**config.mk**
```make
export PLATFORM = sky130hd
export DESIGN_NAME = image_sensor_pin_sequencer
export DESIGN_NICKNAME = d
export VERILOG_FILES = /design/src/design/ispseq_pkg.sv /design/src/design/ispseq_cfg.sv /design/src/design/ispseq_core.sv /design/src/design/image_sensor_pin_sequencer.sv
export VERILOG_INCLUDE_DIRS = /design/src /design/src/design
export SDC_FILE = /design/constraint.sdc
export NUM_CORES = 1
export LEC_CHECK = 0
export ABC_CLOCK_PERIOD_IN_PS = 4800
export BUFFER_PORTS_ARGS = -buffer_cell sky130_fd_sc_hd__buf_2
export CORE_MARGIN = 4
export CORE_UTILIZATION = 55
export DETAILED_ROUTE_END_ITERATION = 8
export PLACE_DENSITY = 0.83
export SETUP_SLACK_MARGIN = 0.1
export SYNTH_ARGS = -nofsm -noshare
export SYNTH_HDL_FRONTEND = slang
export SYNTH_HIERARCHICAL = 1
export SYNTH_SLANG_ARGS = --single-unit
```
**constraint.sdc**
```tcl
create_clock -name i_clk -period 4.8 [get_ports i_clk]
set_input_delay 0.48 -clock i_clk [delete_from_list [all_inputs] [get_ports i_clk]]
set_output_delay 0.48 -clock i_clk [all_outputs]
set_load 0.02 [all_outputs]
```
**src/design/image_sensor_pin_sequencer_defines.svh**
```systemverilog
// Assertion macros shared by the pin sequencer modules.
// Expects a clock named i_clk and an active-low reset named i_rst_n in scope.
`ifndef IMAGE_SENSOR_PIN_SEQUENCER_DEFINES_SVH
`define IMAGE_SENSOR_PIN_SEQUENCER_DEFINES_SVH

// Same-cycle implication, checked out of reset
`define ISPSEQ_ASSERT_NOW(label, ante, cons) \
    label: assert property (@(posedge i_clk) disable iff (!i_rst_n) (ante) |-> (cons)) \
        else $error("pin sequencer check failed");

// Next-cycle implication, checked out of reset
`define ISPSEQ_ASSERT_NEXT(label, ante, cons) \
    label: assert property (@(posedge i_clk) disable iff (!i_rst_n) (ante) |=> (cons)) \
        else $error("pin sequencer check failed");

`endif

```
**src/design/ispseq_pkg.sv**
```systemverilog
// Package for the image sensor pin sequencer: widths, phase codes, pin bits,
// register indexes and the config/result structs. No dependencies.
`timescale 1ns / 1ps

package ispseq_pkg;

    localparam int PIXEL_W     = 12;
    localparam int SAMPLE_BITS = 12;
    localparam logic [PIXEL_W-1:0] SAMPLE_MASK =
        (SAMPLE_BITS >= PIXEL_W) ? {PIXEL_W{1'b1}} : PIXEL_W'((1 << SAMPLE_BITS) - 1);

    // Input kinds
    localparam logic [1:0] KIND_TICK    = 2'd0;
    localparam logic [1:0] KIND_LOAD    = 2'd1;
    localparam logic [1:0] KIND_CAPTURE = 2'd2;

    // Configuration register indexes
    localparam logic [1:0] CFG_REGS_LOW     = 2'd0;
    localparam logic [1:0] CFG_REGS_HIGH    = 2'd1;
    localparam logic [1:0] CFG_STEP_TICKS   = 2'd2;
    localparam logic [1:0] CFG_CAPTURE_MODE = 2'd3;

    localparam logic [31:0] REGS_LOW_RST   = 32'h2000_0380;
    localparam logic [31:0] REGS_HIGH_RST  = 32'h2101_0001;
    localparam logic [7:0]  STEP_TICKS_RST = 8'h0A;

    // Pin bit positions in the pin level vector
    localparam int PIN_CLK   = 0;
    localparam int PIN_RST   = 1;
    localparam int PIN_LOAD  = 2;
    localparam int PIN_START = 3;
    localparam int PIN_SIN   = 4;

    // Sequencer phases
    localparam logic [4:0] PH_IDLE    = 5'd0;
    localparam logic [4:0] PH_LR0     = 5'd1;
    localparam logic [4:0] PH_LR1     = 5'd2;
    localparam logic [4:0] PH_LR2     = 5'd3;
    localparam logic [4:0] PH_LR3     = 5'd4;
    localparam logic [4:0] PH_B0      = 5'd5;
    localparam logic [4:0] PH_B1      = 5'd6;
    localparam logic [4:0] PH_B2      = 5'd7;
    localparam logic [4:0] PH_B3      = 5'd8;
    localparam logic [4:0] PH_S0      = 5'd9;
    localparam logic [4:0] PH_S1      = 5'd10;
    localparam logic [4:0] PH_S2      = 5'd11;
    localparam logic [4:0] PH_S3      = 5'd12;
    localparam logic [4:0] PH_W0      = 5'd13;
    localparam logic [4:0] PH_W1      = 5'd14;
    localparam logic [4:0] PH_W2      = 5'd15;
    localparam logic [4:0] PH_W3_SEEN = 5'd16;
    localparam logic [4:0] PH_W3_NOT  = 5'd17;
    localparam logic [4:0] PH_P0      = 5'd18;
    localparam logic [4:0] PH_P1      = 5'd19;
    localparam logic [4:0] PH_P2      = 5'd20;
    localparam logic [4:0] PH_L0      = 5'd21;
    localparam logic [4:0] PH_L1      = 5'd22;
    localparam logic [4:0] PH_L2      = 5'd23;
    localparam logic [4:0] PH_L3      = 5'd24;
    localparam logic [4:0] PH_F0      = 5'd25;
    localparam logic [4:0] PH_CR0     = 5'd26;
    localparam logic [4:0] PH_CR1     = 5'd27;
    localparam logic [4:0] PH_CR2     = 5'd28;
    localparam logic [4:0] PH_CR3     = 5'd29;

    localparam logic [3:0] LAST_BIT = 4'd10;
    localparam logic [2:0] LAST_REG = 3'd7;

    typedef struct packed {
        logic [31:0] regs_low;
        logic [31:0] regs_high;
        logic [7:0]  step_ticks;
        logic        capture_mode;
    } t_cfg;

    typedef struct packed {
        logic               sensor_clock;
        logic               reset_pin;
        logic               load_pin;
        logic               start_pin;
        logic               serial_data;
        logic               pixel_valid;
        logic [PIXEL_W-1:0] pixel_value;
        logic               busy_res;
        logic               seq_done;
    } t_result;

endpackage

```
**src/design/ispseq_cfg.sv**
```systemverilog
// Configuration register file for the pin sequencer.
// Depends on ispseq_pkg for register indexes, reset values and t_cfg.
`timescale 1ns / 1ps

module ispseq_cfg (
    input  logic               i_clk,
    input  logic               i_rst_n,
    input  logic               i_cfg_valid,
    output logic               o_cfg_ready,
    input  logic [1:0]         i_cfg_index,
    input  logic [31:0]        i_cfg_data,
    output ispseq_pkg::t_cfg   o_cfg
);
    import ispseq_pkg::*;

    t_cfg r_cfg;

    // Always able to take a write request
    assign o_cfg_ready = 1'b1;
    assign o_cfg       = r_cfg;

    // Register decode
    always_ff @(posedge i_clk) begin
        if (!i_rst_n) begin
            r_cfg.regs_low     <= REGS_LOW_RST;
            r_cfg.regs_high    <= REGS_HIGH_RST;
            r_cfg.step_ticks   <= STEP_TICKS_RST;
            r_cfg.capture_mode <= 1'b0;
        end else if (i_cfg_valid) begin
            unique case (i_cfg_index)
                CFG_REGS_LOW:     r_cfg.regs_low     <= i_cfg_data;
                CFG_REGS_HIGH:    r_cfg.regs_high    <= i_cfg_data;
                CFG_STEP_TICKS:   r_cfg.step_ticks   <= i_cfg_data[7:0];
                CFG_CAPTURE_MODE: r_cfg.capture_mode <= i_cfg_data[0];
                default: ;
            endcase
        end
    end

endmodule

```
**src/design/ispseq_core.sv**
```systemverilog
// Sequencer state and per-tick next-state logic of the pin sequencer.
// Depends on ispseq_pkg and image_sensor_pin_sequencer_defines.svh.
`timescale 1ns / 1ps

module ispseq_core (
    input  logic                             i_clk,
    input  logic                             i_rst_n,
    input  logic                             i_step,
    input  logic [1:0]                       i_kind,
    input  logic                             i_read_level,
    input  logic [ispseq_pkg::PIXEL_W-1:0]   i_pixel_sample,
    input  ispseq_pkg::t_cfg                 i_cfg,
    output ispseq_pkg::t_result              o_result
);
    import ispseq_pkg::*;

    `include "image_sensor_pin_sequencer_defines.svh"

    logic [4:0] r_phase,      n_phase;
    logic [7:0] r_step_count, n_step_count;
    logic [2:0] r_reg_index,  n_reg_index;
    logic [3:0] r_bit_index,  n_bit_index;
    logic [4:0] r_pins,       n_pins;

    logic               emit;
    logic [PIXEL_W-1:0] emit_value;
    logic               done;
    logic [7:0]         step_len;
    logic [7:0]         count_inc;
    logic               cur_bit;
    logic [31:0]        sel_word;
    logic [7:0]         sel_byte;
    logic [3:0]         bit_pos;

    // Serial bit for the current register/bit position: address then data MSB first
    always_comb begin
        sel_word = r_reg_index[2] ? i_cfg.regs_high : i_cfg.regs_low;
        sel_byte = sel_word[{r_reg_index[1:0], 3'b000} +: 8];
        bit_pos  = (r_bit_index <= LAST_BIT) ? (LAST_BIT - r_bit_index) : 4'd0;
        if (r_bit_index < 4'd3) begin
            cur_bit = r_reg_index[2'(4'd2 - r_bit_index)];
        end else begin
            cur_bit = (bit_pos < 4'd8) ? sel_byte[bit_pos[2:0]] : 1'b0;
        end
    end

    assign step_len  = (i_cfg.step_ticks != 8'd0) ? i_cfg.step_ticks : 8'd1;
    assign count_inc = r_step_count + 8'd1;

    // One tick of the sequencer
    always_comb begin
        n_phase      = r_phase;
        n_step_count = r_step_count;
        n_reg_index  = r_reg_index;
        n_bit_index  = r_bit_index;
        n_pins       = r_pins;
        emit         = 1'b0;
        emit_value   = '0;
        done         = 1'b0;

        if (r_phase == PH_IDLE) begin
            if (i_kind == KIND_LOAD) begin
                n_pins[PIN_CLK] = 1'b0;
                n_pins[PIN_RST] = 1'b0;
                n_phase         = PH_LR0;
                n_step_count    = 8'd0;
            end else if (i_kind == KIND_CAPTURE) begin
                n_pins[PIN_CLK] = 1'b0;
                n_phase         = PH_S0;
                n_step_count    = 8'd0;
            end
        end else begin
            n_step_count = count_inc;
            if (count_inc >= step_len) begin
                n_step_count = 8'd0;
                unique case (r_phase)
                    PH_LR0: n_phase = PH_LR1;
                    PH_LR1: begin
                        n_pins[PIN_CLK] = 1'b1;
                        n_phase         = PH_LR2;
                    end
                    PH_LR2: n_phase = PH_LR3;
                    PH_LR3: begin
                        n_pins[PIN_RST] = 1'b1;
                        n_pins[PIN_CLK] = 1'b0;
                        n_reg_index     = 3'd0;
                        n_bit_index     = 4'd0;
                        n_phase         = PH_B0;
                    end
                    PH_B0: begin
                        if (r_bit_index < 4'd3) begin
                            n_pins[PIN_LOAD] = 1'b0;
                        end
                        n_pins[PIN_SIN] = cur_bit;
                        n_phase         = PH_B1;
                    end
                    PH_B1: begin
                        n_pins[PIN_CLK] = 1'b1;
                        n_phase         = PH_B2;
                    end
                    PH_B2: begin
                        if (r_bit_index >= LAST_BIT) begin
                            n_pins[PIN_LOAD] = 1'b1;
                        end else begin
                            n_pins[PIN_SIN] = 1'b0;
                        end
                        n_phase = PH_B3;
                    end
                    PH_B3: begin
                        if (r_bit_index < LAST_BIT) begin
                            n_bit_index     = r_bit_index + 4'd1;
                            n_pins[PIN_CLK] = 1'b0;
                            n_phase         = PH_B0;
                        end else if (r_reg_index < LAST_REG) begin
                            n_reg_index     = r_reg_index + 3'd1;
                            n_bit_index     = 4'd0;
                            n_pins[PIN_CLK] = 1'b0;
                            n_phase         = PH_B0;
                        end else begin
                            n_phase = PH_IDLE;
                            done    = 1'b1;
                        end
                    end
                    PH_S0: begin
                        n_pins[PIN_SIN]   = 1'b0;
                        n_pins[PIN_LOAD]  = 1'b0;
                        n_pins[PIN_START] = 1'b1;
                        n_phase           = PH_S1;
                    end
                    PH_S1: begin
                        n_pins[PIN_CLK] = 1'b1;
                        n_phase         = PH_S2;
                    end
                    PH_S2: begin
                        n_pins[PIN_START] = 1'b0;
                        n_phase           = PH_S3;
                    end
                    PH_S3: begin
                        n_pins[PIN_CLK] = 1'b0;
                        n_phase         = PH_W0;
                    end
                    PH_W0: n_phase = PH_W1;
                    PH_W1: begin
                        n_pins[PIN_CLK] = 1'b1;
                        n_phase         = PH_W2;
                    end
                    PH_W2: n_phase = i_read_level ? PH_W3_SEEN : PH_W3_NOT;
                    PH_W3_SEEN: begin
                        n_pins[PIN_CLK] = 1'b0;
                        n_phase         = PH_P0;
                    end
                    PH_W3_NOT: begin
                        n_pins[PIN_CLK] = 1'b0;
                        n_phase         = PH_W0;
                    end
                    PH_P0: n_phase = PH_P1;
                    PH_P1: begin
                        n_pins[PIN_CLK] = 1'b1;
                        n_phase         = PH_P2;
                    end
                    PH_P2, PH_L3: begin
                        // READ high: one pixel per sensor clock when capture_mode is clear; low: wrap up
                        if (i_read_level) begin
                            n_phase = PH_L0;
                            if (!i_cfg.capture_mode) begin
                                emit       = 1'b1;
                                emit_value = i_pixel_sample & SAMPLE_MASK;
                            end
                        end else begin
                            n_phase = PH_F0;
                        end
                    end
                    PH_L0: begin
                        n_pins[PIN_CLK] = 1'b0;
                        n_phase         = PH_L1;
                    end
                    PH_L1: n_phase = PH_L2;
                    PH_L2: begin
                        n_pins[PIN_CLK] = 1'b1;
                        n_phase         = PH_L3;
                    end
                    PH_F0: begin
                        n_pins[PIN_CLK] = 1'b0;
                        n_pins[PIN_RST] = 1'b0;
                        n_phase         = PH_CR0;
                    end
                    PH_CR0: n_phase = PH_CR1;
                    PH_CR1: begin
                        n_pins[PIN_CLK] = 1'b1;
                        n_phase         = PH_CR2;
                    end
                    PH_CR2: n_phase = PH_CR3;
                    PH_CR3: begin
                        n_pins[PIN_RST] = 1'b1;
                        n_phase         = PH_IDLE;
                        done            = 1'b1;
                    end
                    default: n_phase = PH_IDLE;
                endcase
            end
        end
    end

    // State update, once per processed tick
    always_ff @(posedge i_clk) begin
        if (!i_rst_n) begin
            r_phase      <= PH_IDLE;
            r_step_count <= 8'd0;
            r_reg_index  <= 3'd0;
            r_bit_index  <= 4'd0;
            r_pins       <= 5'd0;
        end else if (i_step) begin
            r_phase      <= n_phase;
            r_step_count <= n_step_count;
            r_reg_index  <= n_reg_index;
            r_bit_index  <= n_bit_index;
            r_pins       <= n_pins;
        end
    end

    // Result of this tick, pins after the update
    always_comb begin
        o_result.sensor_clock = n_pins[PIN_CLK];
        o_result.reset_pin    = n_pins[PIN_RST];
        o_result.load_pin     = n_pins[PIN_LOAD];
        o_result.start_pin    = n_pins[PIN_START];
        o_result.serial_data  = n_pins[PIN_SIN];
        o_result.pixel_valid  = emit;
        o_result.pixel_value  = emit_value;
        o_result.busy_res     = (n_phase != PH_IDLE);
        o_result.seq_done     = done;
    end

    `ISPSEQ_ASSERT_NOW(a_done_not_busy, done, n_phase == PH_IDLE && !emit)
    `ISPSEQ_ASSERT_NOW(a_emit_to_low_clk, emit, n_phase == PH_L0 && !i_cfg.capture_mode)
    `ISPSEQ_ASSERT_NOW(a_bit_in_range, 1'b1, r_bit_index <= LAST_BIT)
    `ISPSEQ_ASSERT_NEXT(a_hold_when_idle_stage, !i_step, $stable(r_phase) && $stable(r_pins))

endmodule

```
**src/design/image_sensor_pin_sequencer.sv**
```systemverilog
// Image sensor pin sequencer: input tick register, sequencer core, result register.
// Depends on ispseq_pkg, ispseq_cfg, ispseq_core and the defines header.
//
// Usage:
//   Input channel (i_in_valid / o_in_stall) carries one base tick per request:
//   i_kind (tick, begin load, begin capture), the sampled READ level and a
//   converter sample. Every request yields exactly one result request on the
//   output channel (o_out_valid / i_out_stall) with the sensor pin levels,
//   an optional pixel, busy and done flags.
//   An accepted request is first loaded into the input register, and its
//   result is loaded into the result register once that register is free.
//   Throughput: one tick per cycle while the receiver does not stall, set by
//   the combinational next-state logic of the sequencer core.
//   Configuration writes go over i_cfg_valid / o_cfg_ready with an index and
//   32-bit data; ready is always high. Write only while the block is idle.
//   Reset (synchronous, active low) returns the sequencer to idle with all
//   pins low and loads the register defaults.
//   When the receiver stalls, the result register holds its value and the
//   input register still takes one more request before o_in_stall rises.
`timescale 1ns / 1ps

module image_sensor_pin_sequencer (
    input  logic                             i_clk,
    input  logic                             i_rst_n,
    input  logic                             i_in_valid,
    output logic                             o_in_stall,
    input  logic [1:0]                       i_kind,
    input  logic                             i_read_level,
    input  logic [ispseq_pkg::PIXEL_W-1:0]   i_pixel_sample,
    output logic                             o_out_valid,
    input  logic                             i_out_stall,
    output logic                             o_sensor_clock,
    output logic                             o_reset_pin,
    output logic                             o_load_pin,
    output logic                             o_start_pin,
    output logic                             o_serial_data,
    output logic                             o_pixel_valid,
    output logic [ispseq_pkg::PIXEL_W-1:0]   o_pixel_value,
    output logic                             o_busy_res,
    output logic                             o_seq_done,
    input  logic                             i_cfg_valid,
    output logic                             o_cfg_ready,
    input  logic [1:0]                       i_cfg_index,
    input  logic [31:0]                      i_cfg_data
);
    import ispseq_pkg::*;

    `include "image_sensor_pin_sequencer_defines.svh"

    logic               r_in_valid;
    logic [1:0]         r_in_kind;
    logic               r_in_read;
    logic [PIXEL_W-1:0] r_in_sample;
    logic               r_out_valid;
    t_result            r_out;

    t_cfg    cfg;
    t_result core_result;
    logic    out_free;
    logic    in_ready;
    logic    proc;

    // Handshake: result register frees when empty or taken
    assign out_free   = !r_out_valid || !i_out_stall;
    assign proc       = r_in_valid && out_free;
    assign in_ready   = !r_in_valid || out_free;
    assign o_in_stall = !in_ready;

    ispseq_cfg u_cfg (
        .i_clk       (i_clk),
        .i_rst_n     (i_rst_n),
        .i_cfg_valid (i_cfg_valid),
        .o_cfg_ready (o_cfg_ready),
        .i_cfg_index (i_cfg_index),
        .i_cfg_data  (i_cfg_data),
        .o_cfg       (cfg)
    );

    ispseq_core u_core (
        .i_clk          (i_clk),
        .i_rst_n        (i_rst_n),
        .i_step         (proc),
        .i_kind         (r_in_kind),
        .i_read_level   (r_in_read),
        .i_pixel_sample (r_in_sample),
        .i_cfg          (cfg),
        .o_result       (core_result)
    );

    // Input register
    always_ff @(posedge i_clk) begin
        if (!i_rst_n) begin
            r_in_valid <= 1'b0;
        end else if (in_ready) begin
            r_in_valid <= i_in_valid;
        end
    end

    always_ff @(posedge i_clk) begin
        if (in_ready && i_in_valid) begin
            r_in_kind   <= i_kind;
            r_in_read   <= i_read_level;
            r_in_sample <= i_pixel_sample;
        end
    end

    // Result register
    always_ff @(posedge i_clk) begin
        if (!i_rst_n) begin
            r_out_valid <= 1'b0;
        end else if (out_free) begin
            r_out_valid <= r_in_valid;
        end
    end

    always_ff @(posedge i_clk) begin
        if (proc) begin
            r_out <= core_result;
        end
    end

    assign o_out_valid    = r_out_valid;
    assign o_sensor_clock = r_out.sensor_clock;
    assign o_reset_pin    = r_out.reset_pin;
    assign o_load_pin     = r_out.load_pin;
    assign o_start_pin    = r_out.start_pin;
    assign o_serial_data  = r_out.serial_data;
    assign o_pixel_valid  = r_out.pixel_valid;
    assign o_pixel_value  = r_out.pixel_value;
    assign o_busy_res     = r_out.busy_res;
    assign o_seq_done     = r_out.seq_done;

    `ISPSEQ_ASSERT_NOW(a_stall_means_full, o_in_stall, r_in_valid && r_out_valid)
    `ISPSEQ_ASSERT_NEXT(a_proc_fills_out, proc, r_out_valid)
    `ISPSEQ_ASSERT_NEXT(a_held_result, r_out_valid && i_out_stall, r_out_valid && $stable(r_out))

endmodule
```
==> results of run 1 <==
critical path, stage by stage, from the launching register on:
cell and delay (ps):
sky130_fd_sc_hd__dfxtp_1 410, sky130_fd_sc_hd__and3_1 260, sky130_fd_sc_hd__and3_1 260, sky130_fd_sc_hd__nand3_1 110, sky130_fd_sc_hd__xnor2_1 230, sky130_fd_sc_hd__ha_1 290
sky130_fd_sc_hd__nand3_1 110, sky130_fd_sc_hd__nor2_1 70, sky130_fd_sc_hd__a2111o_1 690, sky130_fd_sc_hd__nor3_4 450, sky130_fd_sc_hd__a21oi_1 120, sky130_fd_sc_hd__a311oi_1 260
flip-flops by register name, summed over array words and instances (netlist names), 2 cells and up:
signal               cells
u_core/r_bit_index       4
o_pixel_value           12
r_in_sample             12
u_core/r_step_count      8
u_cfg/o_cfg             73
u_core/r_reg_index       3
u_core/r_pins            5
r_in_kind                2
u_core/r_phase           5
routing by layer:
metal / vias to the layer above / global-route usage [%] / wire (µm)
li1: 2596 / - / -
met1: 2540 / 26.32 / 6274
met2: 184 / 38.17 / 7819
met3: 33 / 5.090 / 937
met4: 0 / 9.234 / 336
met5: - / 0 / 0
layout by cell type, fill, tap and decap left out, types with 4 or more instances in the layout:
| cell type | count |
|---|---|
| sky130_fd_sc_hd__clkbuf_16 | 17 |
| sky130_fd_sc_hd__a22oi_1 | 5 |
| sky130_fd_sc_hd__nand2_1 | 121 |
| sky130_fd_sc_hd__a311oi_1 | 4 |
| sky130_fd_sc_hd__nor2_1 | 33 |
| sky130_fd_sc_hd__nand4_1 | 4 |
| sky130_fd_sc_hd__buf_4 | 9 |
| sky130_fd_sc_hd__inv_1 | 21 |
| sky130_fd_sc_hd__buf_2 | 74 |
| sky130_fd_sc_hd__a31oi_1 | 6 |
| sky130_fd_sc_hd__o211ai_1 | 10 |
| sky130_fd_sc_hd__nor2b_1 | 16 |
| sky130_fd_sc_hd__and3_1 | 5 |
| sky130_fd_sc_hd__nor3_1 | 12 |
| sky130_fd_sc_hd__ha_1 | 12 |
| sky130_fd_sc_hd__mux4_2 | 18 |
| sky130_fd_sc_hd__a21o_1 | 4 |
| sky130_fd_sc_hd__o21ai_0 | 19 |
| sky130_fd_sc_hd__edfxtp_1 | 35 |
| sky130_fd_sc_hd__clkinv_4 | 4 |
| sky130_fd_sc_hd__mux2i_1 | 70 |
| sky130_fd_sc_hd__a21oi_1 | 31 |
| sky130_fd_sc_hd__and2_1 | 13 |
| sky130_fd_sc_hd__nand4b_1 | 6 |
| sky130_fd_sc_hd__o22ai_1 | 4 |
| sky130_fd_sc_hd__nand3_1 | 12 |
| sky130_fd_sc_hd__dfxtp_1 | 100 |
| sky130_fd_sc_hd__o31ai_1 | 4 |
| sky130_fd_sc_hd__a211oi_1 | 5 |
| sky130_fd_sc_hd__or3_1 | 4 |
| sky130_fd_sc_hd__nand2b_1 | 12 |
| sky130_fd_sc_hd__xnor2_1 | 6 |
power breakdown:
part / leakage (nW) / total (mW) / switching (mW) / internal, mW
Combinational: 1.78 / 0.208 / 0.124 / 0.0839
Clock: 0.277 / 1.27 / 0.502 / 0.766
Sequential: 1.15 / 1.24 / 0.0299 / 1.21
cells by family after synthesis:
family,after synthesis,share of synthesized area [%]
adders and majority gates,12,2.188
DFF,135,44.49
muxes,89,16.28
other,1,0.05465
buffers and inverters,80,5.835
and+or+nand+nor,256,18.42
xor gates and xnor gates,9,1.149
AOI/OAI and AO/OA,119,11.58
area by class of cell:
class,instances,area [µm²],area share (%)
clock buffers,18,429.2,5.514
multi-input cells,486,3420,43.94
flip-flops and latches,135,3053,39.23
well taps,168,210.2,2.701
clock inverters,14,150.1,1.929
repair buffers,83,437.9,5.627
inverters,22,82.58,1.061
path summary, 6_finish.rpt:
path	endpoint	start	cells past startpoint	slack [ps]
max	u_core/r_step_count[2]$_SDFFE_PN0P_	u_core/r_step_count[2]$_SDFFE_PN0P_	11	1430
min	r_in_sample[8]$_DFFE_PP_	i_pixel_sample[8]	1	230
max reg2reg	u_core/r_step_count[2]$_SDFFE_PN0P_	u_core/r_step_count[2]$_SDFFE_PN0P_	11	1430
min reg2reg	u_cfg/o_cfg[37]$_SDFFE_PN0P_	u_cfg/o_cfg[37]$_SDFFE_PN0P_	2	460
through the flow:
stage	setup slack [ps]	power [mW]	instance area (µm²)	std cells	hold slack (ps)
4_1_cts	1448	2.730	7782	926	214.1
2_1_floorplan	1080	1.406	6862	701	431.5
5_1_grt	1148	2.807	7782	926	216.2
6_report	1429	2.715	7782	926	229.0
3_3_place_gp	1668	1.458	7203	894	439.5
3_5_place_dp	1467	1.469	7203	894	446.7
==> implementation parameters, run 1 <==
Parameter                              Value

Logic synthesis
  Count of cell types in the netlist ... 67
  Netlist Area Pre-Place ... 6862 µm²
  Synth Instances ... 701
  Share of synthesized area occupied by flip-flops and latches ... 44.49%
  #FFs+latches synth ... 135
  Post-synth top area share ... 29.18%
  Number of warnings reported in the yosys synthesis log ... 6
  Cell taking the most area after synthesis ... sky130_fd_sc_hd__dfxtp_1
  Synth top cells by count ... sky130_fd_sc_hd__nand2_1 (121), sky130_fd_sc_hd__dfxtp_1 (100), sky130_fd_sc_hd__mux2i_1 (70)
  Top flip-flop cell by instance count after synthesis ... sky130_fd_sc_hd__dfxtp_1
  Library cell with the highest instance count after synthesis ... sky130_fd_sc_hd__nand2_1
  Top cells by area in the synthesized netlist ... sky130_fd_sc_hd__dfxtp_1 (29%), sky130_fd_sc_hd__edfxtp_1 (15%), sky130_fd_sc_hd__mux2i_1 (10%)
  Post-Syn Nets ... 767
  Number of flops mapped to enable cells by yosys ... 35
  Mean instance size in the synthesized netlist ... 9.788 µm²
  Proportion of synthesized flip-flops having asynchronous set or reset ... 0%

Layout
  Post-synthesis to final-layout area growth ... 13.42%
  Proportion of layout cells with a drive suffix above 1 ... 18.60%
  Layout fillers ... 972
  Final core occ ... 64.26%
  Final net count ... 811
  Diode insertion count for antenna repair ... 0

Power
  Worst voltage drop across the vdd grid ... 0.3284 mV
  Total power divided by cell area ... 348.8 nW/µm²
  Lkg Pwr ... 3.206 nW

Timing
  Number of max-slew violations in the final report ... 0
  Final hold violation count ... 0
  Total negative slack for setup checks ... 0 ps
  Share of the clock period used by the worst path ... 70.24%
  Worst slew pin tran ... 1134 ps
  Setup repair after global routing missed its margin ... false
  Worst-case headroom to the max-slew limit ... 24.39%
  Clk_skew ... 7.946 ps
  Number of setup violations in the final report ... 0
  Time the final worst path needs with I/O delays and setup ... 3371 ps
  Achievable Freq ... 296.6 MHz

Hold path
  Type of the most critical hold path ... input port to flip-flop

Die
  Top-level port count ... 77
  Die span in y ... 119.7 µm
  Total core area ... 12,110 µm²
  Overall die area ... 14,330 µm²
  Effective utilization at floorplan ... 56.65%
  Std-Cell Rows ... 40
  Width of the chip ... 119.7 µm

Routing
  Detailed-route DRC error count ... 0
  Number of vias in the routed layout ... 5,353
  Final antenna-violating net count ... 0
  Violation count after the first detailed-routing iteration ... 397
  Post-detailed-route wirelength per cell ... 16.60 µm
  Number of vias per cell after detailed routing ... 5.781
  First-pass iteration count of the detailed router ... 5
  Post-detailed-routing wire length ... 15.37 mm

Global route
  First-pass GRT wire length ... 25.48 mm
  Number of global-route vias before repair ... 5,360
  Overall routing resource usage ... 22.03%
  Antenna violations before repair ... 0
  Maximum number of pins on one net before global-route repair ... 120
  Global route total overflow ... 0

Placed design
  Count of input and output buffers ... 75
  Placer Congestion ... 0.8647
  Placed wire-length estimate ... 10.35 mm

Setup path
  Type of the worst setup path ... flip-flop to flip-flop
  Category of the worst setup path capture point ... flip-flop
  Required @ worst endpoint ... 5130 ps
  Arrival time at the worst endpoint ... 3700 ps
  Crit start category ... flip-flop
  Max Fanout on Critical Path ... 19

Clock network
  Worst-skew pair later-pin latency ... 430 ps
  Hold_buf cts ... 0
  Number of gates resized after CTS ... 0
  Setup repair bufs after CTS ... 0
  Cell chosen for the clock root ... sky130_fd_sc_hd__clkbuf_16
  H-tree level count ... 4
  Number of clock sinks ... 135
  Number of buffers between clock root and the deepest sink ... 2
  Post-CTS clock slew at the launch and capture registers of the worst setup and hold paths ... 60 ps
  Cts bufs inserted ... 17
  Clock tree from TritonCTS ... done

Flow run
  Max Cap Viol ... 0

Status
  Status ... completed
No activity file was read; power rests on OpenSTA's default activity.
==> inputs of run 2 (changes only) <==
--- a/config.mk
+++ b/config.mk
@@ -6,10 +6,10 @@
 export SDC_FILE = /design/constraint.sdc
 export NUM_CORES = 1
 export LEC_CHECK = 0
-export ABC_CLOCK_PERIOD_IN_PS = 4800
+export ABC_CLOCK_PERIOD_IN_PS = 3100
 export BUFFER_PORTS_ARGS = -buffer_cell sky130_fd_sc_hd__buf_2
 export CORE_MARGIN = 4
-export CORE_UTILIZATION = 55
+export CORE_UTILIZATION = 53
 export DETAILED_ROUTE_END_ITERATION = 8
 export PLACE_DENSITY = 0.83
 export SETUP_SLACK_MARGIN = 0.1
==> constraint.sdc (replaced) <==
create_clock -name i_clk -period 3.1 [get_ports i_clk]
set_input_delay 0.31 -clock i_clk [delete_from_list [all_inputs] [get_ports i_clk]]
set_output_delay 0.31 -clock i_clk [all_outputs]
set_load 0.02 [all_outputs]
==> run 2 against run 1 <==
Worst hold slack lost 170 ps. Via count grew 2.1%. Largest cell class unchanged. Critical path type unchanged. Final cell count grew 1.8%.
==> implementation parameters, run 2 (same netlist as run 1, synthesis figures left out) <==
Parameter                              Value

Setup path
  Cell type group with the largest total delay on the critical path ... compound AO/OA/AOI/OAI gates (was simple AND/OR/NAND/NOR gates)
  Max Fanout on Critical Path ... 7 (was 19)
  Arrival time at the worst endpoint ... 3210 ps (was 3700 ps)
  Startpoint of the worst register-to-register path ... u_core/r_step_count[0]$_SDFFE_PN0P_ (was u_core/r_step_count[2]$_SDFFE_PN0P_)
  Worst path bufs/invs ... 1 (was 0)
  Crit start category ... flip-flop (unchanged)
  Crit-path max cell delay ... 580 ps (was 690 ps)
  Crit. Startpoint ... u_core/r_step_count[0]$_SDFFE_PN0P_ (was u_core/r_step_count[2]$_SDFFE_PN0P_)
  Type of the worst setup path ... flip-flop to flip-flop (unchanged)
  Critical Path Slowest Stage Cell ... sky130_fd_sc_hd__a2111o_2 (was sky130_fd_sc_hd__a2111o_1)
  Required @ worst endpoint ... 3410 ps (was 5130 ps)
  Cell-by-cell trace of the critical path ... ha_1 > and3_1 > nand3_2 > xnor2_2 > ha_1 > nand3_1 > nor2_1 > a2111o_2 > buf_12 > and3_1 > a41oi_1 > nor2_1 (was and3_1 > and3_1 > nand3_1 > xnor2_1 > ha_1 > nand3_1 > nor2_1 > a2111o_1 > nor3_4 > a21oi_1 > a311oi_1)
  Category of the worst setup path capture point ... flip-flop (unchanged)

Timing
  Number of setup violations in the final report ... 0 (unchanged)
  Share of the clock period used by the worst path ... 93.50% (was 70.24%)
  Setup repair after global routing missed its margin ... false (unchanged)
  Time the final worst path needs with I/O delays and setup ... 2898 ps (was 3371 ps)
  Worst slew pin tran ... 866.5 ps (was 1134 ps)
  Final hold violation count ... 0 (unchanged)
  Clk_skew ... 5.079 ps (was 7.946 ps)
  Number of max-slew violations in the final report ... 0 (unchanged)
  Worst-case hold slack ... 60.12 ps (was 229.0 ps)
  Achievable Freq ... 345.0 MHz (was 296.6 MHz)
  Worst-case headroom to the max-slew limit ... 42.16% (was 24.39%)

Status
  Status ... completed (unchanged)

Die
  Total core area ... 12,670 µm² (was 12,110 µm²)
  Die span in y ... 121.8 µm (was 119.7 µm)
  Top-level port count ... 77 (unchanged)
  Std-Cell Rows ... 41 (was 40)
  Effective utilization at floorplan ... 54.15% (was 56.65%)
  Overall die area ... 14,830 µm² (was 14,330 µm²)
  Width of the chip ... 121.8 µm (was 119.7 µm)

Flow run
  Max Cap Viol ... 0 (unchanged)

Placed design
  Placed cell areas ... 7328 µm² (was 7203 µm²)
  Placed wire-length estimate ... 10.84 mm (was 10.35 mm)
  Placer Congestion ... 0.9367 (was 0.8647)
  Count of input and output buffers ... 75 (unchanged)

Layout
  Area occupied by multi-input gates ... 3478 µm² (was 3420 µm²)
  Seq. cell area ... 3058 µm² (was 3053 µm²)
  Max reg flops ... 73 (unchanged)
  Diode insertion count for antenna repair ... 0 (unchanged)
  Highest-count cells in the layout ignoring fill and taps ... sky130_fd_sc_hd__nand2_1 (120), sky130_fd_sc_hd__dfxtp_1 (98), sky130_fd_sc_hd__buf_2 (74), sky130_fd_sc_hd__mux2i_1 (70), sky130_fd_sc_hd__edfxtp_1 (35) (was sky130_fd_sc_hd__nand2_1 (121), sky130_fd_sc_hd__dfxtp_1 (100), sky130_fd_sc_hd__buf_2 (74), sky130_fd_sc_hd__mux2i_1 (70), sky130_fd_sc_hd__edfxtp_1 (35))
  Final net count ... 825 (was 811)
  Proportion of layout cells with a drive suffix above 1 ... 21.66% (was 18.60%)
  Summed area of non-filler cells in the final layout ... 8049 µm² (was 7782 µm²)
  Final core occ ... 63.52% (was 64.26%)
  Layout fillers ... 989 (was 972)
  Most common library cell in the layout ignoring fill and taps ... sky130_fd_sc_hd__nand2_1 (unchanged)
  Post-synthesis to final-layout area growth ... 17.30% (was 13.42%)

Hold path
  Hold wc startpoint ... i_pixel_sample[3] (was i_pixel_sample[8])
  Type of the most critical hold path ... input port to flip-flop (unchanged)

Clock network
  Post-CTS clock slew at the launch and capture registers of the worst setup and hold paths ... 50 ps (was 60 ps)
  Number of buffers between clock root and the deepest sink ... 2 (unchanged)
  Cell chosen for the clock root ... sky130_fd_sc_hd__clkbuf_16 (unchanged)
  H-tree level count ... 4 (unchanged)
  Clock tree from TritonCTS ... done (unchanged)
  Cts bufs inserted ... 17 (unchanged)
  Number of clock sinks ... 135 (unchanged)
  Worst-skew pair later-pin latency ... 420 ps (was 430 ps)

Global route
  Global route total overflow ... 0 (unchanged)
  Overall routing resource usage ... 22.22% (was 22.03%)
  Number of global-route vias before repair ... 5,461 (was 5,360)
  Maximum number of pins on one net before global-route repair ... 67 (was 120)
  Antenna violations before repair ... 0 (unchanged)
  First-pass GRT wire length ... 25.91 mm (was 25.48 mm)

Routing
  Number of vias per cell after detailed routing ... 5.794 (was 5.781)
  Detailed-route DRC error count ... 0 (unchanged)
  First-pass iteration count of the detailed router ... 7 (was 5)
  Number of vias in the routed layout ... 5,464 (was 5,353)
  Final antenna-violating net count ... 0 (unchanged)
  Post-detailed-routing wire length ... 16.24 mm (was 15.37 mm)
  Post-detailed-route wirelength per cell ... 17.22 µm (was 16.60 µm)
  Violation count after the first detailed-routing iteration ... 474 (was 397)

Power
  Worst voltage drop across the vdd grid ... 0.4283 mV (was 0.3284 mV)
  Lkg Pwr ... 3.343 nW (was 3.206 nW)
  Post-layout total power ... 4.309 mW (was 2.715 mW)
  Total power divided by cell area ... 535.4 nW/µm² (was 348.8 nW/µm²)
==> run 2: changes by cell type in the layout (fill, tap and decap cells not counted), sizes merged <==
cell / delta
bufinv: -1
clkinv: -4
inv: -2
clkinvlp: -3
clkbuf: +9
buf: +14
==> run 2: worst paths after layout <==
path,endpoint,slack (ps),cells after the start
setup reg to reg,u_core/r_bit_index[3]$_SDFFE_PN0P_,200,12
hold reg to reg,u_cfg/o_cfg[66]$_SDFFE_PN0P_,460,2
setup / recovery,u_core/r_bit_index[3]$_SDFFE_PN0P_,200,12
hold / removal,r_in_sample[3]$_DFFE_PP_,60,1
==> run 2: per-layer routing <==
metal,GRT usage (%),share of wire (%),vias to the layer above
li1,-,-,2622
met1,26.78,42,2630
met2,37.95,51,182
met3,5.432,4.9,30
met4,9.454,2.4,0
met5,0,0,-
==> run 2: per-stage QoR <==
step / setup WS, ps / std cells / TNS (ps)
after floorplan: 315.1 / 701 / 0
after global placement: 150.0 / 910 / 0
after detailed placement: -45.72 / 910 / -92.02
after CTS: 123.2 / 943 / 0
after global routing: 89.08 / 943 / 0
final: 201.6 / 943 / 0
==> run 2: layout make-up <==
type / instances / share of cell area, %
Multi-Input combinational cell: 486 / 43.21
Sequential cell: 135 / 37.99
Timing Repair Buffer: 97 / 7.415
Clock buffer: 27 / 7.026
Tap cell: 172 / 2.674
Inverter: 22 / 1.026
Clock inverter: 4 / 0.6529
==> run 2: timing repair <==
action,CTS,global route
resized for setup,1,15
setup endpoints to repair,10,42
pin swaps,2,3
hold buffers,0,0
setup buffers,2,0
==> run 2: report_power, final <==
| part | switching, mW | internal [mW] |
|---|---|---|
| Sequential | 0.0419 | 1.87 |
| Combinational | 0.206 | 0.142 |
| Clock | 0.721 | 1.32 |
| Total | 0.969 | 3.34 |
==> inputs of run 3 (changes only) <==
--- a/config.mk
+++ b/config.mk
@@ -8,6 +8,7 @@
 export LEC_CHECK = 0
 export ABC_CLOCK_PERIOD_IN_PS = 3100
 export BUFFER_PORTS_ARGS = -buffer_cell sky130_fd_sc_hd__buf_2
+export CORE_ASPECT_RATIO = 0.75
 export CORE_MARGIN = 4
 export CORE_UTILIZATION = 53
 export DETAILED_ROUTE_END_ITERATION = 8
==> constraint.sdc (replaced) <==
create_clock -name i_clk -period 3.1 [get_ports i_clk]
set_input_delay 0.155 -clock i_clk [delete_from_list [all_inputs] [get_ports i_clk]]
set_output_delay 0.155 -clock i_clk [all_outputs]
set_load 0.02 [all_outputs]
==> run 3 against run 2 <==
Maximum frequency increased by 0.94%. Clock-buffer cell count is 7 lower. Utilization grew 2.2 points. Critical path depth did not move. First-iteration DRC count up 27%. Setup slack gained 27 ps. Via count grew 2.7%. Non-clock buffer count rose by 22. Design area is 1.9% higher. Combinational power rose by 7.2%. Largest cell class unchanged.
==> implementation parameters, run 3 (same netlist as run 1, synthesis figures left out) <==
Parameter                              Value

Setup path
  Worst path bufs/invs ... 1 (unchanged)
  Crit start category ... flip-flop (unchanged)
  Required @ worst endpoint ... 3440 ps (was 3410 ps)
  Cell type group with the largest total delay on the critical path ... simple AND/OR/NAND/NOR gates (was compound AO/OA/AOI/OAI gates)
  Crit-path max cell delay ... 520 ps (was 580 ps)
  Critical Path Slowest Stage Cell ... sky130_fd_sc_hd__a2111o_1 (was sky130_fd_sc_hd__a2111o_2)
  Type of the worst setup path ... flip-flop to flip-flop (unchanged)
  Category of the worst setup path capture point ... flip-flop (unchanged)
  Cell-by-cell trace of the critical path ... and3_4 > and3_1 > nand3_1 > xnor2_2 > ha_1 > nand3_2 > nor2_2 > a2111o_1 > buf_6 > and3_2 > a21bo_1 > a21oi_1 (was ha_1 > and3_1 > nand3_2 > xnor2_2 > ha_1 > nand3_1 > nor2_1 > a2111o_2 > buf_12 > and3_1 > a41oi_1 > nor2_1)
  Max Fanout on Critical Path ... 11 (was 7)
  Arrival time at the worst endpoint ... 3210 ps (about the same)

Die
  Std-Cell Rows ... 35 (was 41)
  Top-level port count ... 77 (unchanged)
  Total core area ... 12,480 µm² (was 12,670 µm²)
  Effective utilization at floorplan ... 54.98% (was 54.15%)
  Die span in y ... 106.5 µm (was 121.8 µm)
  Width of the chip ... 139.4 µm (was 121.8 µm)
  Overall die area ... 14,850 µm² (was 14,830 µm²)

Routing
  Post-detailed-routing wire length ... 16.56 mm (was 16.24 mm)
  Post-detailed-route wirelength per cell ... 17.26 µm (was 17.22 µm)
  Number of vias per cell after detailed routing ... 5.850 (was 5.794)
  Final antenna-violating net count ... 0 (unchanged)
  First-pass iteration count of the detailed router ... 7 (unchanged)
  Violation count after the first detailed-routing iteration ... 600 (was 474)
  Detailed-route DRC error count ... 0 (unchanged)
  Number of vias in the routed layout ... 5,610 (was 5,464)

Timing
  Total negative slack for setup checks ... 0 ps (unchanged)
  Clk_skew ... 9.068 ps (was 5.079 ps)
  Number of max-slew violations in the final report ... 0 (unchanged)
  Time the final worst path needs with I/O delays and setup ... 2871 ps (was 2898 ps)
  Worst-case hold slack ... 10.73 ps (was 60.12 ps)
  Achievable Freq ... 348.3 MHz (was 345.0 MHz)
  Worst slew pin tran ... 892.3 ps (was 866.5 ps)
  Worst-case headroom to the max-slew limit ... 40.43% (was 42.16%)
  Share of the clock period used by the worst path ... 92.62% (was 93.50%)
  Number of setup violations in the final report ... 0 (unchanged)
  Setup repair after global routing missed its margin ... true (was false)
  Final hold violation count ... 0 (unchanged)

Global route
  Layer carrying the most global-route usage ... met2 (unchanged)
  Met2 capacity usage during global routing ... 36.31% (was 37.95%)
  Met3 GRT Util ... 4.991% (was 5.432%)
  Met1 Use GR ... 29.45% (was 26.78%)
  Antenna violations before repair ... 0 (unchanged)
  Maximum number of pins on one net before global-route repair ... 69 (was 67)
  Overall routing resource usage ... 22.34% (was 22.22%)
  First-pass GRT wire length ... 27.03 mm (was 25.91 mm)
  Number of global-route vias before repair ... 5,562 (was 5,461)
  Global route total overflow ... 0 (unchanged)

Layout
  Most common library cell in the layout ignoring fill and taps ... sky130_fd_sc_hd__nand2_1 (unchanged)
  Final net count ... 847 (was 825)
  Proportion of layout cells with a drive suffix above 1 ... 21.69% (was 21.66%)
  Diode insertion count for antenna repair ... 0 (unchanged)
  Max reg flops ... 73 (unchanged)
  Highest-count cells in the layout ignoring fill and taps ... sky130_fd_sc_hd__nand2_1 (121), sky130_fd_sc_hd__dfxtp_1 (97), sky130_fd_sc_hd__buf_2 (74), sky130_fd_sc_hd__mux2i_1 (70), sky130_fd_sc_hd__edfxtp_1 (35) (was sky130_fd_sc_hd__nand2_1 (120), sky130_fd_sc_hd__dfxtp_1 (98), sky130_fd_sc_hd__buf_2 (74), sky130_fd_sc_hd__mux2i_1 (70), sky130_fd_sc_hd__edfxtp_1 (35))
  Post-synthesis to final-layout area growth ... 19.49% (was 17.30%)

Placed design
  Placed wire-length estimate ... 11.17 mm (was 10.84 mm)
  Placer Congestion ... 0.9009 (was 0.9367)
  Count of input and output buffers ... 75 (unchanged)

Clock network
  Number of buffers between clock root and the deepest sink ... 2 (unchanged)
  Cts bufs inserted ... 17 (unchanged)
  H-tree level count ... 4 (unchanged)
  Worst-skew pair later-pin latency ... 420 ps (about the same)
  Post-CTS clock slew at the launch and capture registers of the worst setup and hold paths ... 70 ps (was 50 ps)
  Clock tree from TritonCTS ... done (unchanged)
  Number of clock sinks ... 135 (unchanged)
  Cell chosen for the clock root ... sky130_fd_sc_hd__clkbuf_16 (unchanged)

Power
  Worst voltage drop across the vdd grid ... 0.4034 mV (was 0.4283 mV)
  Lkg Pwr ... 3.403 nW (was 3.343 nW)
  Total power divided by cell area ... 513.2 nW/µm² (was 535.4 nW/µm²)

Hold path
  Type of the most critical hold path ... input port to flip-flop (unchanged)

Status
  Status ... completed (unchanged)

Flow run
  Max Cap Viol ... 0 (unchanged)
-- run 3: cell types whose count changed in the layout (fill, tap and decap cells not counted), moves of 2 or more --
cell / delta
sky130_fd_sc_hd__dlygate4sd3_1: +21
sky130_fd_sc_hd__buf_12: -2
sky130_fd_sc_hd__buf_4: +3
sky130_fd_sc_hd__clkbuf_1: -2
sky130_fd_sc_hd__inv_6: +4
sky130_fd_sc_hd__inv_4: +2
sky130_fd_sc_hd__clkinvlp_4: +3
sky130_fd_sc_hd__clkbuf_8: -4
-- run 3: repair_timing --
action | CTS | global route
hold buffers | 21 | 0
hold endpoints to repair | 22 | 0
gates resized for setup | 0 | 19
cloned | 0 | 0
setup buffers | 3 | 0
pin swaps | 2 | 4
endpoints found under the setup margin | 9 | 37
-- run 3: path summary, 6_finish.rpt --
check | slack, ps | startpoint | endpoint | cells after the start
setup / recovery | 230 | u_core/r_step_count[2]$_SDFFE_PN0P_ | u_core/r_bit_index[2]$_SDFFE_PN0P_ | 12
hold / removal | 10 | i_cfg_data[21] | u_cfg/o_cfg[62]$_SDFFE_PN0P_ | 3
setup reg to reg | 230 | u_core/r_step_count[2]$_SDFFE_PN0P_ | u_core/r_bit_index[2]$_SDFFE_PN0P_ | 12
hold reg to reg | 460 | u_cfg/o_cfg[32]$_SDFFE_PN0P_ | u_cfg/o_cfg[32]$_SDFFE_PN0P_ | 2
-- run 3: power by group --
part           internal (mW)  switching, mW
registers               1.87         0.0396
logic                  0.159          0.214
clock network           1.12          0.803
total                   3.15           1.06
-- run 3: final cells by class --
class	count	area, µm²
clock buffer	20	478.0
clock inverter	11	87.58
fill	966	4282
inverter	22	82.58
multi-input combinational	486	3492
sequential	135	3062
tap	166	207.7
timing repair buffer	119	789.5
-- run 3: routing by layer --
layer  routed length, µm  share of wire (%)
met5                   0                  0
met4                 279                1.7
met3                1028                6.2
met2                8005                 48
met1                7242                 44
-- run 3: stage by stage --
step	cell area, µm²	util, %	total power, mW	setup WS (ps)	instances
finish	8199	65.69	4.208	228.7	959
detailed placement	7316	58.62	2.288	-16.80	904
global placement	7316	58.62	2.269	145.4	904
global route	8199	65.69	4.344	61.05	959
CTS	8127	65.11	4.220	113.4	959
floorplan	6865	-	2.176	315.1	701
-- run 3: worst register-to-register path: stages, from the launching register on --
cell,delay [ps]
sky130_fd_sc_hd__dfxtp_4,370
sky130_fd_sc_hd__and3_4,210
sky130_fd_sc_hd__and3_1,180
sky130_fd_sc_hd__nand3_1,140
sky130_fd_sc_hd__xnor2_2,190
sky130_fd_sc_hd__ha_1,320
sky130_fd_sc_hd__nand3_2,90
sky130_fd_sc_hd__nor2_2,50
sky130_fd_sc_hd__a2111o_1,520
sky130_fd_sc_hd__buf_6,190
sky130_fd_sc_hd__and3_2,220
sky130_fd_sc_hd__a21bo_1,180
sky130_fd_sc_hd__a21oi_1,130
